[config.mk]
export PLATFORM = sky130hd
export DESIGN_NAME = gossip_heartbeat_failure_detector
export DESIGN_NICKNAME = d
export VERILOG_FILES = /design/src/design/gshb_pkg.sv /design/src/design/gossip_heartbeat_failure_detector.sv
export SDC_FILE = /design/constraint.sdc
export NUM_CORES = 2
export LEC_CHECK = 0
export BUFFER_PORTS_ARGS = -buffer_cell sky130_fd_sc_hd__clkbuf_2
export CAP_MARGIN = 20
export CORE_MARGIN = 4
export CORE_UTILIZATION = 54
export CTS_CLUSTER_DIAMETER = 80
export DETAILED_ROUTE_END_ITERATION = 8
export GPL_ROUTABILITY_DRIVEN = 0
export PLACE_DENSITY_LB_ADDON = 0.1
export SLEW_MARGIN = 20
export SYNTH_ARGS = -nofsm -noshare
export SYNTH_HDL_FRONTEND = slang
export SYNTH_SLANG_ARGS = --single-unit
[constraint.sdc]
create_clock -name clk -period 26.5 [get_ports clk]
set_input_delay 1.325 -clock clk [delete_from_list [all_inputs] [get_ports clk]]
set_output_delay 1.325 -clock clk [all_outputs]
set_load 0.05 [all_outputs]
[src/design/gshb_pkg.sv]
// ----------------------------------------------------------------------------
// gshb_pkg
// Types and codes shared by the gossip heartbeat failure detector.
// ----------------------------------------------------------------------------
package gshb_pkg;

    // Operation codes of a command.
    localparam logic [1:0] OP_JOIN  = 2'd0;
    localparam logic [1:0] OP_MERGE = 2'd1;
    localparam logic [1:0] OP_TICK  = 2'd2;
    localparam logic [1:0] OP_RSVD  = 2'd3;

    // Member status codes.
    localparam logic [1:0] ST_ALIVE = 2'd0;
    localparam logic [1:0] ST_SUSP  = 2'd1;
    localparam logic [1:0] ST_GONE  = 2'd2;
    localparam logic [1:0] ST_RSVD  = 2'd3;

    // Result kinds.
    localparam logic [2:0] K_ADDED   = 3'd0;
    localparam logic [2:0] K_UPDATED = 3'd1;
    localparam logic [2:0] K_IGNORED = 3'd2;
    localparam logic [2:0] K_FULL    = 3'd3;
    localparam logic [2:0] K_REMOVED = 3'd4;
    localparam logic [2:0] K_TARGET  = 3'd5;
    localparam logic [2:0] K_NONE    = 3'd6;

    // Configuration register indexes.
    localparam logic [1:0] CFG_SELF_ID    = 2'd0;
    localparam logic [1:0] CFG_FAIL_TMO   = 2'd1;
    localparam logic [1:0] CFG_CLEAN_TMO  = 2'd2;
    localparam logic [1:0] CFG_GROUP_SIZE = 2'd3;

    // Removal reports per tick are capped at this count.
    localparam logic [3:0] MAX_REMOVED = 4'd15;

    typedef struct packed {
        logic [1:0]  opcode;
        logic [31:0] member_id;
        logic [31:0] beat_count;
        logic [1:0]  entry_status;
        logic [31:0] now;
        logic [7:0]  pick;
    } cmd_t;

    typedef struct packed {
        logic [2:0]  kind;
        logic [31:0] out_id;
        logic [3:0]  slot;
        logic        last;
    } result_t;

endpackage

[src/design/gossip_heartbeat_failure_detector.sv]
// ----------------------------------------------------------------------------
// gossip_heartbeat_failure_detector
// Membership table with join, merge and tick operations of a gossip-style
// heartbeat failure detector.
// ----------------------------------------------------------------------------
// Usage: a command is taken when start is high and busy is low. The block
// then stays busy while a small sequencer walks the table one slot per cycle
// through a single shared compare path. Each result appears on result for one
// cycle with result_valid high; the receiver cannot stall, so no result is
// ever held. The final result of a command has last set, and busy drops in
// that same cycle, so the next command may start right away.
// A tick runs through find self, age pass, an 8-step remainder unit for the
// target number and target scan. Removal reports come out during the age
// pass, one per cycle. Configuration writes use cfg_valid/cfg_ready and are
// always ready; they are meant to happen while the block is idle.
// Reset empties the table and loads the configuration defaults.
module gossip_heartbeat_failure_detector #(
    parameter int TABLE_DEPTH = 16
) (
    input  logic              clk,
    input  logic              rst_n,
    input  logic              start,
    output logic              busy,
    input  gshb_pkg::cmd_t    cmd,
    input  logic              cfg_valid,
    output logic              cfg_ready,
    input  logic [1:0]        cfg_index,
    input  logic [31:0]       cfg_data,
    output logic              result_valid,
    output gshb_pkg::result_t result
);

    localparam int IDX_W = $clog2(TABLE_DEPTH);
    localparam int CNT_W = $clog2(TABLE_DEPTH + 1);
    localparam logic [CNT_W-1:0] DEPTH_C = CNT_W'(TABLE_DEPTH);

    typedef enum logic [2:0] {
        S_IDLE,
        S_JOIN,
        S_MSCAN,
        S_TFIND,
        S_TAGE,
        S_TDIV,
        S_TSCAN
    } state_t;

    state_t            state_reg, state_next;
    gshb_pkg::cmd_t    cmd_reg, cmd_next;
    logic [CNT_W-1:0]  used_reg, used_next;
    logic [CNT_W-1:0]  scan_reg, scan_next;
    logic [3:0]        removed_reg, removed_next;
    logic [7:0]        rem_reg, rem_next;
    logic [7:0]        quo_reg, quo_next;
    logic [2:0]        step_reg, step_next;
    logic [31:0]       target_reg, target_next;
    logic              res_valid_reg, res_valid_next;
    gshb_pkg::result_t result_reg, result_next;

    logic [31:0] self_id_reg, fail_tmo_reg, clean_tmo_reg;
    logic [7:0]  group_size_reg;

    logic [31:0] ids_reg    [TABLE_DEPTH];
    logic [31:0] beats_reg  [TABLE_DEPTH];
    logic [31:0] stamps_reg [TABLE_DEPTH];
    logic [1:0]  status_reg [TABLE_DEPTH];

    logic             wr_en;
    logic [IDX_W-1:0] wr_idx;
    logic [31:0]      wr_id, wr_beat, wr_stamp;
    logic [1:0]       wr_status;

    logic [IDX_W-1:0] rd_idx;
    logic [31:0]      cur_id, cur_beat, cur_stamp, age;
    logic [1:0]       cur_status;
    logic             in_range, id_is_self;
    logic [CNT_W+3:0] scan_ext, used_ext;
    logic [3:0]       scan_slot, used_slot;
    logic [8:0]       divisor, trial;

    assign rd_idx     = scan_reg[IDX_W-1:0];
    assign cur_id     = ids_reg[rd_idx];
    assign cur_beat   = beats_reg[rd_idx];
    assign cur_stamp  = stamps_reg[rd_idx];
    assign cur_status = status_reg[rd_idx];
    assign in_range   = scan_reg < used_reg;
    assign id_is_self = cur_id == self_id_reg;
    assign age        = cmd_reg.now - cur_stamp;
    assign scan_ext   = {4'b0000, scan_reg};
    assign used_ext   = {4'b0000, used_reg};
    assign scan_slot  = scan_ext[3:0];
    assign used_slot  = used_ext[3:0];
    // A group size of zero stands for 256.
    assign divisor    = (group_size_reg == 8'd0) ? 9'd256 : {1'b0, group_size_reg};
    assign trial      = {rem_reg, quo_reg[7]};

    always_comb
    begin
        state_next     = state_reg;
        cmd_next       = cmd_reg;
        used_next      = used_reg;
        scan_next      = scan_reg;
        removed_next   = removed_reg;
        rem_next       = rem_reg;
        quo_next       = quo_reg;
        step_next      = step_reg;
        target_next    = target_reg;
        res_valid_next = 1'b0;
        result_next    = result_reg;
        wr_en          = 1'b0;
        wr_idx         = rd_idx;
        wr_id          = cur_id;
        wr_beat        = cur_beat;
        wr_stamp       = cur_stamp;
        wr_status      = cur_status;

        case (state_reg)
            S_IDLE:
            begin
                if (start)
                begin
                    cmd_next  = cmd;
                    scan_next = '0;
                    case (cmd.opcode)
                        gshb_pkg::OP_JOIN:
                        begin
                            if (cmd.member_id == 32'd0)
                            begin
                                res_valid_next = 1'b1;
                                result_next    = '{gshb_pkg::K_IGNORED, 32'd0, 4'd0, 1'b1};
                            end
                            else
                            begin
                                state_next = S_JOIN;
                                if (used_reg == '0)
                                begin
                                    wr_en          = 1'b1;
                                    wr_idx         = '0;
                                    wr_id          = self_id_reg;
                                    wr_beat        = 32'd1;
                                    wr_stamp       = cmd.now;
                                    wr_status      = gshb_pkg::ST_ALIVE;
                                    used_next      = CNT_W'(1);
                                    res_valid_next = 1'b1;
                                    result_next    = '{gshb_pkg::K_ADDED, self_id_reg,
                                                       4'd0, 1'b0};
                                end
                            end
                        end
                        gshb_pkg::OP_MERGE:
                        begin
                            if (cmd.member_id == 32'd0 || cmd.entry_status >= gshb_pkg::ST_GONE)
                            begin
                                res_valid_next = 1'b1;
                                result_next    = '{gshb_pkg::K_IGNORED, cmd.member_id,
                                                   4'd0, 1'b1};
                            end
                            else
                            begin
                                state_next = S_MSCAN;
                            end
                        end
                        gshb_pkg::OP_TICK:
                        begin
                            state_next = S_TFIND;
                        end
                        default:
                        begin
                            res_valid_next = 1'b1;
                            result_next    = '{gshb_pkg::K_IGNORED, cmd.member_id, 4'd0, 1'b1};
                        end
                    endcase
                end
            end

            S_JOIN:
            begin
                state_next     = S_IDLE;
                res_valid_next = 1'b1;
                if (used_reg >= DEPTH_C)
                begin
                    result_next = '{gshb_pkg::K_FULL, cmd_reg.member_id, 4'd0, 1'b1};
                end
                else
                begin
                    wr_en       = 1'b1;
                    wr_idx      = used_reg[IDX_W-1:0];
                    wr_id       = cmd_reg.member_id;
                    wr_beat     = 32'd1;
                    wr_stamp    = cmd_reg.now;
                    wr_status   = gshb_pkg::ST_ALIVE;
                    used_next   = used_reg + CNT_W'(1);
                    result_next = '{gshb_pkg::K_ADDED, cmd_reg.member_id, used_slot, 1'b1};
                end
            end

            S_MSCAN:
            begin
                if (in_range && cur_id == cmd_reg.member_id)
                begin
                    wr_en     = 1'b1;
                    wr_status = cmd_reg.entry_status;
                    if (cur_beat < cmd_reg.beat_count)
                    begin
                        wr_beat  = cmd_reg.beat_count;
                        wr_stamp = cmd_reg.now;
                    end
                    state_next     = S_IDLE;
                    res_valid_next = 1'b1;
                    result_next    = '{gshb_pkg::K_UPDATED, cmd_reg.member_id, scan_slot, 1'b1};
                end
                else if (in_range)
                begin
                    scan_next = scan_reg + CNT_W'(1);
                end
                else
                begin
                    state_next     = S_IDLE;
                    res_valid_next = 1'b1;
                    if (used_reg >= DEPTH_C)
                    begin
                        result_next = '{gshb_pkg::K_FULL, cmd_reg.member_id, 4'd0, 1'b1};
                    end
                    else
                    begin
                        wr_en       = 1'b1;
                        wr_idx      = used_reg[IDX_W-1:0];
                        wr_id       = cmd_reg.member_id;
                        wr_beat     = cmd_reg.beat_count;
                        wr_stamp    = cmd_reg.now;
                        wr_status   = cmd_reg.entry_status;
                        used_next   = used_reg + CNT_W'(1);
                        result_next = '{gshb_pkg::K_ADDED, cmd_reg.member_id, used_slot, 1'b1};
                    end
                end
            end

            S_TFIND:
            begin
                if (in_range && id_is_self && cur_status == gshb_pkg::ST_ALIVE)
                begin
                    state_next   = S_TAGE;
                    scan_next    = '0;
                    removed_next = '0;
                end
                else if (in_range && !id_is_self)
                begin
                    scan_next = scan_reg + CNT_W'(1);
                end
                else
                begin
                    // Own id missing or its first entry not alive.
                    state_next     = S_IDLE;
                    res_valid_next = 1'b1;
                    result_next    = '{gshb_pkg::K_NONE, 32'd0, 4'd0, 1'b1};
                end
            end

            S_TAGE:
            begin
                if (in_range)
                begin
                    scan_next = scan_reg + CNT_W'(1);
                    if (id_is_self)
                    begin
                        wr_en     = 1'b1;
                        wr_status = gshb_pkg::ST_ALIVE;
                        wr_beat   = cur_beat + 32'd1;
                        wr_stamp  = cmd_reg.now;
                    end
                    else if (cur_status == gshb_pkg::ST_ALIVE)
                    begin
                        if (age > fail_tmo_reg)
                        begin
                            wr_en     = 1'b1;
                            wr_status = gshb_pkg::ST_SUSP;
                        end
                    end
                    else if (cur_status == gshb_pkg::ST_SUSP)
                    begin
                        if (age > clean_tmo_reg)
                        begin
                            wr_en     = 1'b1;
                            wr_status = gshb_pkg::ST_GONE;
                            wr_beat   = 32'd0;
                            wr_stamp  = 32'd0;
                            if (removed_reg < gshb_pkg::MAX_REMOVED)
                            begin
                                removed_next   = removed_reg + 4'd1;
                                res_valid_next = 1'b1;
                                result_next    = '{gshb_pkg::K_REMOVED, cur_id, scan_slot, 1'b0};
                            end
                        end
                    end
                end
                else
                begin
                    state_next = S_TDIV;
                    rem_next   = 8'd0;
                    quo_next   = cmd_reg.pick;
                    step_next  = 3'd0;
                end
            end

            S_TDIV:
            begin
                // Restoring remainder, one pick bit per cycle, MSB first.
                quo_next  = {quo_reg[6:0], 1'b0};
                step_next = step_reg + 3'd1;
                if (trial >= divisor)
                begin
                    rem_next = 8'(trial - divisor);
                end
                else
                begin
                    rem_next = trial[7:0];
                end
                if (step_reg == 3'd7)
                begin
                    state_next  = S_TSCAN;
                    scan_next   = '0;
                    target_next = {24'd0, rem_next} + 32'd1;
                end
            end

            S_TSCAN:
            begin
                if (in_range && cur_status != gshb_pkg::ST_GONE && !id_is_self
                    && cur_id == target_reg)
                begin
                    state_next     = S_IDLE;
                    res_valid_next = 1'b1;
                    result_next    = '{gshb_pkg::K_TARGET, cur_id, scan_slot, 1'b1};
                end
                else if (in_range)
                begin
                    scan_next = scan_reg + CNT_W'(1);
                end
                else
                begin
                    state_next     = S_IDLE;
                    res_valid_next = 1'b1;
                    result_next    = '{gshb_pkg::K_NONE, target_reg, 4'd0, 1'b1};
                end
            end

            default:
            begin
                state_next = S_IDLE;
            end
        endcase
    end

    always_ff @(posedge clk or negedge rst_n)
    begin
        if (!rst_n)
        begin
            state_reg      <= S_IDLE;
            used_reg       <= '0;
            scan_reg       <= '0;
            removed_reg    <= '0;
            step_reg       <= '0;
            res_valid_reg  <= 1'b0;
            self_id_reg    <= 32'd1;
            fail_tmo_reg   <= 32'd5;
            clean_tmo_reg  <= 32'd20;
            group_size_reg <= 8'd10;
        end
        else
        begin
            state_reg     <= state_next;
            used_reg      <= used_next;
            scan_reg      <= scan_next;
            removed_reg   <= removed_next;
            step_reg      <= step_next;
            res_valid_reg <= res_valid_next;
            if (cfg_valid)
            begin
                case (cfg_index)
                    gshb_pkg::CFG_SELF_ID:    self_id_reg    <= cfg_data;
                    gshb_pkg::CFG_FAIL_TMO:   fail_tmo_reg   <= cfg_data;
                    gshb_pkg::CFG_CLEAN_TMO:  clean_tmo_reg  <= cfg_data;
                    gshb_pkg::CFG_GROUP_SIZE: group_size_reg <= cfg_data[7:0];
                    default:                  ;
                endcase
            end
        end
    end

    // Payload registers and the table itself need no reset: only slots below
    // the fill count are ever read.
    always_ff @(posedge clk)
    begin
        cmd_reg    <= cmd_next;
        rem_reg    <= rem_next;
        quo_reg    <= quo_next;
        target_reg <= target_next;
        result_reg <= result_next;
        if (wr_en)
        begin
            ids_reg[wr_idx]    <= wr_id;
            beats_reg[wr_idx]  <= wr_beat;
            stamps_reg[wr_idx] <= wr_stamp;
            status_reg[wr_idx] <= wr_status;
        end
    end

    assign busy         = state_reg != S_IDLE;
    assign cfg_ready    = 1'b1;
    assign result_valid = res_valid_reg;
    assign result       = result_reg;

    a_used_bound: assert property (@(posedge clk) disable iff (!rst_n)
        used_reg <= DEPTH_C)
        else $error("fill count beyond table depth");

    a_result_source: assert property (@(posedge clk) disable iff (!rst_n)
        result_valid |-> $past(busy) || $past(start))
        else $error("result without a command in progress");

    a_last_idle: assert property (@(posedge clk) disable iff (!rst_n)
        result_valid && result.last |-> !busy)
        else $error("sequencer still busy after final result");

    a_mid_busy: assert property (@(posedge clk) disable iff (!rst_n)
        result_valid && !result.last |-> busy)
        else $error("sequencer idle before final result");

endmodule
# Yosys cells after proc, flatten, opt, wreduce, memory -nomap -nowiden
# Memory sizes are Yosys's and may differ from the RTL's.
# Cells that the tools add are included.
# totals
elab_cells	277
ff_bits	319
mem_count	4
mem_bits_rw	1568
# op_classes
addsub	8
n_eq_ne	45
muxes	156
reduce_logical	34
n_lt_le_gt_ge	8
# memory_table
memory	depth	word_bits	rd	rd_ports_with_merged_regs	wr	line_no	rtl
beats_reg	16	32	1	0	1	gossip_heartbeat_failure_detector.sv:63	logic [31:0] beats_reg [TABLE_DEPTH];
ids_reg	16	32	1	0	1	gossip_heartbeat_failure_detector.sv:62	logic [31:0] ids_reg [TABLE_DEPTH];
stamps_reg	16	32	1	0	1	gossip_heartbeat_failure_detector.sv:64	logic [31:0] stamps_reg [TABLE_DEPTH];
status_reg	16	2	1	0	1	gossip_heartbeat_failure_detector.sv:65	logic [1:0] status_reg [TABLE_DEPTH];
# ops
cell	count
2-to-1 mux 32 bit	34
2-to-1 mux 40 bit	16
case mux 32 bit (4 select lines)	2
case mux 40 bit (6 select lines)	1
case mux 40 bit (3 select lines)	1
== test 32 bit	3
case mux 32 bit (3 select lines)	1
2-to-1 mux 5 bit	14
greater-than comparator 32 bit	2
2-to-1 mux 4 bit	14
2-to-1 mux 39 bit	1
!= test 2 bit (second input constant)	19
2-to-1 mux 3 bit	11
adder 32 x 1 -> 32 bit (second input constant)	1
logical NOT 32 bit	1
less-than comparator 32 bit	1
2-to-1 mux 8 bit	4
case mux 8 bit (2 select lines)	2
subtractor 32 bit	1
case mux 5 bit (6 select lines)	1
2-to-1 mux 1 bit	29
2-to-1 mux 2 bit	14
!= test 3 bit (second input constant)	7
case mux 3 bit (6 select lines)	1
other kinds (43)	70

# Logic depth before layout (Yosys ltp)
# An unclocked memory read counts as a cell.
# depth
ltp_word	11
depth_mapped	43
depth_no_buf	27

# Worst setup path before layout
# OpenSTA, ideal clock, no wires.
# synth_path
path_kind	reg2reg
from	reg scan_reg[0]
to	mem beats_reg[10][0], enable pin
stages_incl_launch_ff	40
setup_time_ns	0.795
n_path_buf	14
arrival_time_ns	17.595
setup_slack_ns	8.110
cell_sequence	dfrtp_1 buf_6 buf_6 buf_8 buf_6 buf_8 buf_6 buf_6 buf_6 buf_6 buf_4 buf_2 buf_2 mux4_2 mux4_2 inv_1 ha_1 o21ai_0 (+4 left out) a41o_1 o41ai_1 o311ai_0 a21oi_1 xnor2_1 ha_1 nand4_1 nor3_1 and4_1 nand4_1 a21oi_1 o311ai_0 nand2b_1 buf_2 o311a_1 o221a_4 buf_6 nor4_1
# synth_via
elab_chain_cells	11
word_cells_on_any_way	31
classes_between	add/sub (1); order compare (3); eq/ne (3); mux (19); reduce/logical (2); memory (3)
# synth_rtl
item	line_no	rtl
from (decl)	gossip_heartbeat_failure_detector.sv:50	logic [CNT_W-1:0] scan_reg, scan_next;
from (signal assigned)	gossip_heartbeat_failure_detector.sv:372	scan_reg <= scan_next;
memory (16 x 32 bit)	n/a	
subtractor 32 bit	gossip_heartbeat_failure_detector.sv:87	assign age = cmd_reg.now - cur_stamp;
greater-than comparator 32 bit	gossip_heartbeat_failure_detector.sv:280	if (age > clean_tmo_reg)
2-to-1 mux 1 bit	gossip_heartbeat_failure_detector.sv:280	
2-to-1 mux 1 bit	gossip_heartbeat_failure_detector.sv:278	else if (cur_status == gshb_pkg::ST_SUSP)
2-to-1 mux 1 bit	gossip_heartbeat_failure_detector.sv:270	else if (cur_status == gshb_pkg::ST_ALIVE)
2-to-1 mux 1 bit	gossip_heartbeat_failure_detector.sv:263	if (id_is_self)
2-to-1 mux 1 bit	gossip_heartbeat_failure_detector.sv:260	if (in_range)
case mux 1 bit (4 select lines)	gossip_heartbeat_failure_detector.sv:116	case (state_reg)
2-to-1 mux 1 bit	gossip_heartbeat_failure_detector.sv:398	if (wr_en)
2-to-1 mux 1 bit (not written as such)	gossip_heartbeat_failure_detector.sv:401	beats_reg[wr_idx] <= wr_beat;
to (decl)	gossip_heartbeat_failure_detector.sv:63	
# Several ways; a longest one is shown, not always the timed one.

# Worst setup path in the final report
# layout_path
from	reg scan_reg[0]
to	mem ids_reg[9][7], enable pin
# layout_via
elab_chain_cells	11
word_cells_on_any_way	31
classes_between	add/sub (1); order compare (3); eq/ne (3); mux (19); reduce/logical (2); memory (3)
# layout_rtl
item	line_no	rtl
memory (16 x 32 bit)	n/a	
subtractor 32 bit	gossip_heartbeat_failure_detector.sv:87	
greater-than comparator 32 bit	gossip_heartbeat_failure_detector.sv:280	
2-to-1 mux 1 bit	gossip_heartbeat_failure_detector.sv:280	
2-to-1 mux 1 bit	gossip_heartbeat_failure_detector.sv:278	
2-to-1 mux 1 bit	gossip_heartbeat_failure_detector.sv:270	
2-to-1 mux 1 bit	gossip_heartbeat_failure_detector.sv:263	
2-to-1 mux 1 bit	gossip_heartbeat_failure_detector.sv:260	
case mux 1 bit (4 select lines)	gossip_heartbeat_failure_detector.sv:116	
2-to-1 mux 1 bit	gossip_heartbeat_failure_detector.sv:398	
2-to-1 mux 1 bit (not written as such)	gossip_heartbeat_failure_detector.sv:400	ids_reg[wr_idx] <= wr_id;
to (decl)	gossip_heartbeat_failure_detector.sv:62	
# Several ways; a longest one is shown, not always the timed one.

==> reports/results.txt <==
Worst EP required: 26.91 ns
CTS tree: yes
DP HPWL: 164000 um
Worst-case clock buffer depth: 3
M2 GR Usage: 0.481
Post-CTS setup buffers: 0
Post-synth EDFFs: 1739
Die area: 0.162 mm^2
Max transition margin: 0.220
Post-CTS Hold Buffers: 0
Endpoints failing hold: 0
Setup_tns: 0 ns
Hold path start: clean_tmo_reg[7]$_DFFE_PN0P_
Register area share after synthesis: 0.659
Htree depth: 4
Largest net degree at the start of global routing: 136
Initial antenna violation count: 11
FF-to-FF setup slack: 15.20 ns
PwrDens: 116 mW/mm^2
# rows: 144
Starting Density: 0.544
Main flop type after synthesis: edfxtp_1
Fin crit period: 11.30 ns
Crit path DAT: 11.71 ns
Leakage: 32.3 nW
Fmax: 88.5 MHz
Detailed Routing Iterations Pass 1: 9
GRT met1 Usage: 0.440
Met3 GRT Util: 0.0723
Layout Skew: 0.0497 ns
Hold_ws: 0.507 ns
Area fraction of the dominant cell type after synthesis: 0.621
Number of global-route vias before repair: 49900
Period Utilization, post-route: 0.426
Nets: 5754
Asr flop ratio synth: 0.0671
Die width: 403 um
YS warnings: 0
Post-synth top area cell: edfxtp_1
Post-synth net total: 5483
Synth cell count leaders: edfxtp_1 (1739), mux4_2 (394), nand2_1 (260)
Die height: 403 um
PortBufs: 187
I/O pin count: 189
Critical path class: reg -> reg
DRC: 2
CP top delay family: compound AO/OA/AOI/OAI gates
Failing checks: DRC
Synth cell types: 108
Most frequent CP cell: buf_4
Syn avg cell area: 16.2 um^2
Violation count after the first detailed-route iteration: 6972
Worst skew pair latency: 0.83 ns
CTS root buf: clkbuf_16
Vias per cell: 6.74
Unrepaired setup endpoints after global routing: no
Endpoint, Worst Hold: clean_tmo_reg[7]$_DFFE_PN0P_
Startpoint types: flop
Count leader, synth: edfxtp_1
Maximum vdd drop: 0.0753 mV
ANT nets after route: 0
Worst Path Max Fanout: 49
Overall routing resource usage: 0.316
Avg WL per Cell: 33.6 um
Post-Route Utilization: 0.610
Area Overhead vs Synth: 12.1%
Max-cap violations: 0
Busiest grt layer: met2
First-pass GRT wire length: 367000 um
Max incr delay on CP: 0.92 ns
Clock-pin slew on the worst setup and hold paths: 0.06 ns
Synth top area cells: edfxtp_1 (62%), mux4_2 (11%), dfrtp_1 (3.5%), mux2_2 (2.4%), ha_1 (2.3%)
CP bufs+invs: 5
Global route overflow: 0
Pwr Total: 10.9 mW
Worst hold path class: reg -> reg
Core region area: 0.154 mm^2
Sink Count: 1864
Layout cells sized above 1: 0.239
Cts repair resizes: 0
Critical path's slowest cell: buf_4
Via count: 51700
Reg2reg end: ids_reg[9][7]$_DFFE_PP_
Worst Tran Pin Value: 1.16 ns
FF-to-FF Start: scan_reg[0]$_DFFE_PN0P_
Final setup fails: 0
TritonCTS buffer count: 191
Path depth of the worst reg2reg path: 29
Final wirelength: 257000 um
Gate Count Post-Synth: 5183
# fillers: 11300
Hold path cells: 1
CP endpoint kind: flop
#FFs+latches synth: 1864
Status: finished with violations
Area of the mapped netlist: 0.0840 mm^2
Fin. max-slew vios: 0
-- per-layer routing --
metal	wire, um	vias up
li1	-	21400
met2	117000	3164
met1	100000	26500
met3	26800	626
met4	14000	6
met5	42	-
-- report_power, final --
group / internal [mW] / switching, mW / leakage, nW / total [mW]
Clock: 1.61 / 1.18 / 3.20 / 2.79
Combinational: 1.32 / 2.69 / 11.9 / 4.01
Sequential: 4.01 / 0.140 / 17.3 / 4.15
-- stage by stage --
stage               std cells  setup WS, ns  cell area, um^2
detailed placement       7299         15.41            87500
global route             7663         14.53            94200
CTS                      7657         15.32            94100
global placement         7298         15.54            87500
floorplan                5183          8.11            84000
finish                   7667         15.20            94200
-- layout by cell type (no fill, tap or decap), types with 27 or more instances in the layout --
master / instances
a211oi_1: 42
a21o_1: 76
a21oi_1: 199
a221o_1: 27
a22o_1: 36
a22oi_1: 48
a31oi_1: 45
and3_1: 38
buf_4: 160
clkbuf_1: 29
clkbuf_16: 192
clkbuf_2: 186
clkinv_1: 35
clkinv_2: 42
dfrtp_1: 114
edfxtp_1: 1739
ha_1: 151
inv_1: 195
mux2_2: 179
mux2i_1: 129
mux4_2: 394
nand2_1: 259
nand2b_1: 30
nand3_1: 87
nand4_1: 34
nor2_1: 192
nor2b_1: 33
nor3_1: 48
nor4_1: 55
o211ai_1: 43
o21ai_0: 169
o22ai_1: 44
xnor2_1: 73
xor2_1: 46
-- cell type report --
class                   instances  area (um^2)  share of cell area
diodes                          4         10.0            0.000106
multi-input cells            2840        26600               0.283
flip-flops and latches       1864        55400               0.588
clock inverters               133         1610              0.0171
repair buffers                358         2300              0.0244
well taps                    2044         2560              0.0271
inverters                     199          752             0.00798
clock buffers                 225         4970              0.0527
-- logic make-up (layout without fill, tap and decap cells) --
kind of cell,count (synthesis),after routing,synth area share
and+or+nand+nor,912,912,0.0546
muxes,709,709,0.146
buffers and inverters,479,915,0.0285
AOI/OAI and AO/OA,945,945,0.0765
DFF,1864,1864,0.659
other,1,5,0.0000446
adders and majority gates,154,154,0.0231
xor gates and xnor gates,119,119,0.0124
-- how the worst max path moves through the flow --
| stage | from | end | slack [ns] | cells after the start |
|---|---|---|---|---|
| floorplan | scan_reg[0]$_DFFE_PN0P_ | beats_reg[10][0]$_DFFE_PP_ | 8.11 | 39 |
| global placement | scan_reg[0]$_DFFE_PN0P_ | stamps_reg[2][13]$_DFFE_PP_ | 15.54 | 30 |
| detailed placement | scan_reg[0]$_DFFE_PN0P_ | ids_reg[9][10]$_DFFE_PP_ | 15.41 | 29 |
| CTS | scan_reg[0]$_DFFE_PN0P_ | ids_reg[9][7]$_DFFE_PP_ | 15.32 | 29 |
| global route | scan_reg[0]$_DFFE_PN0P_ | ids_reg[0][7]$_DFFE_PP_ | 14.53 | 30 |
| finish | scan_reg[0]$_DFFE_PN0P_ | ids_reg[9][7]$_DFFE_PP_ | 15.20 | 29 |
Power figures use the tool's default switching activity.
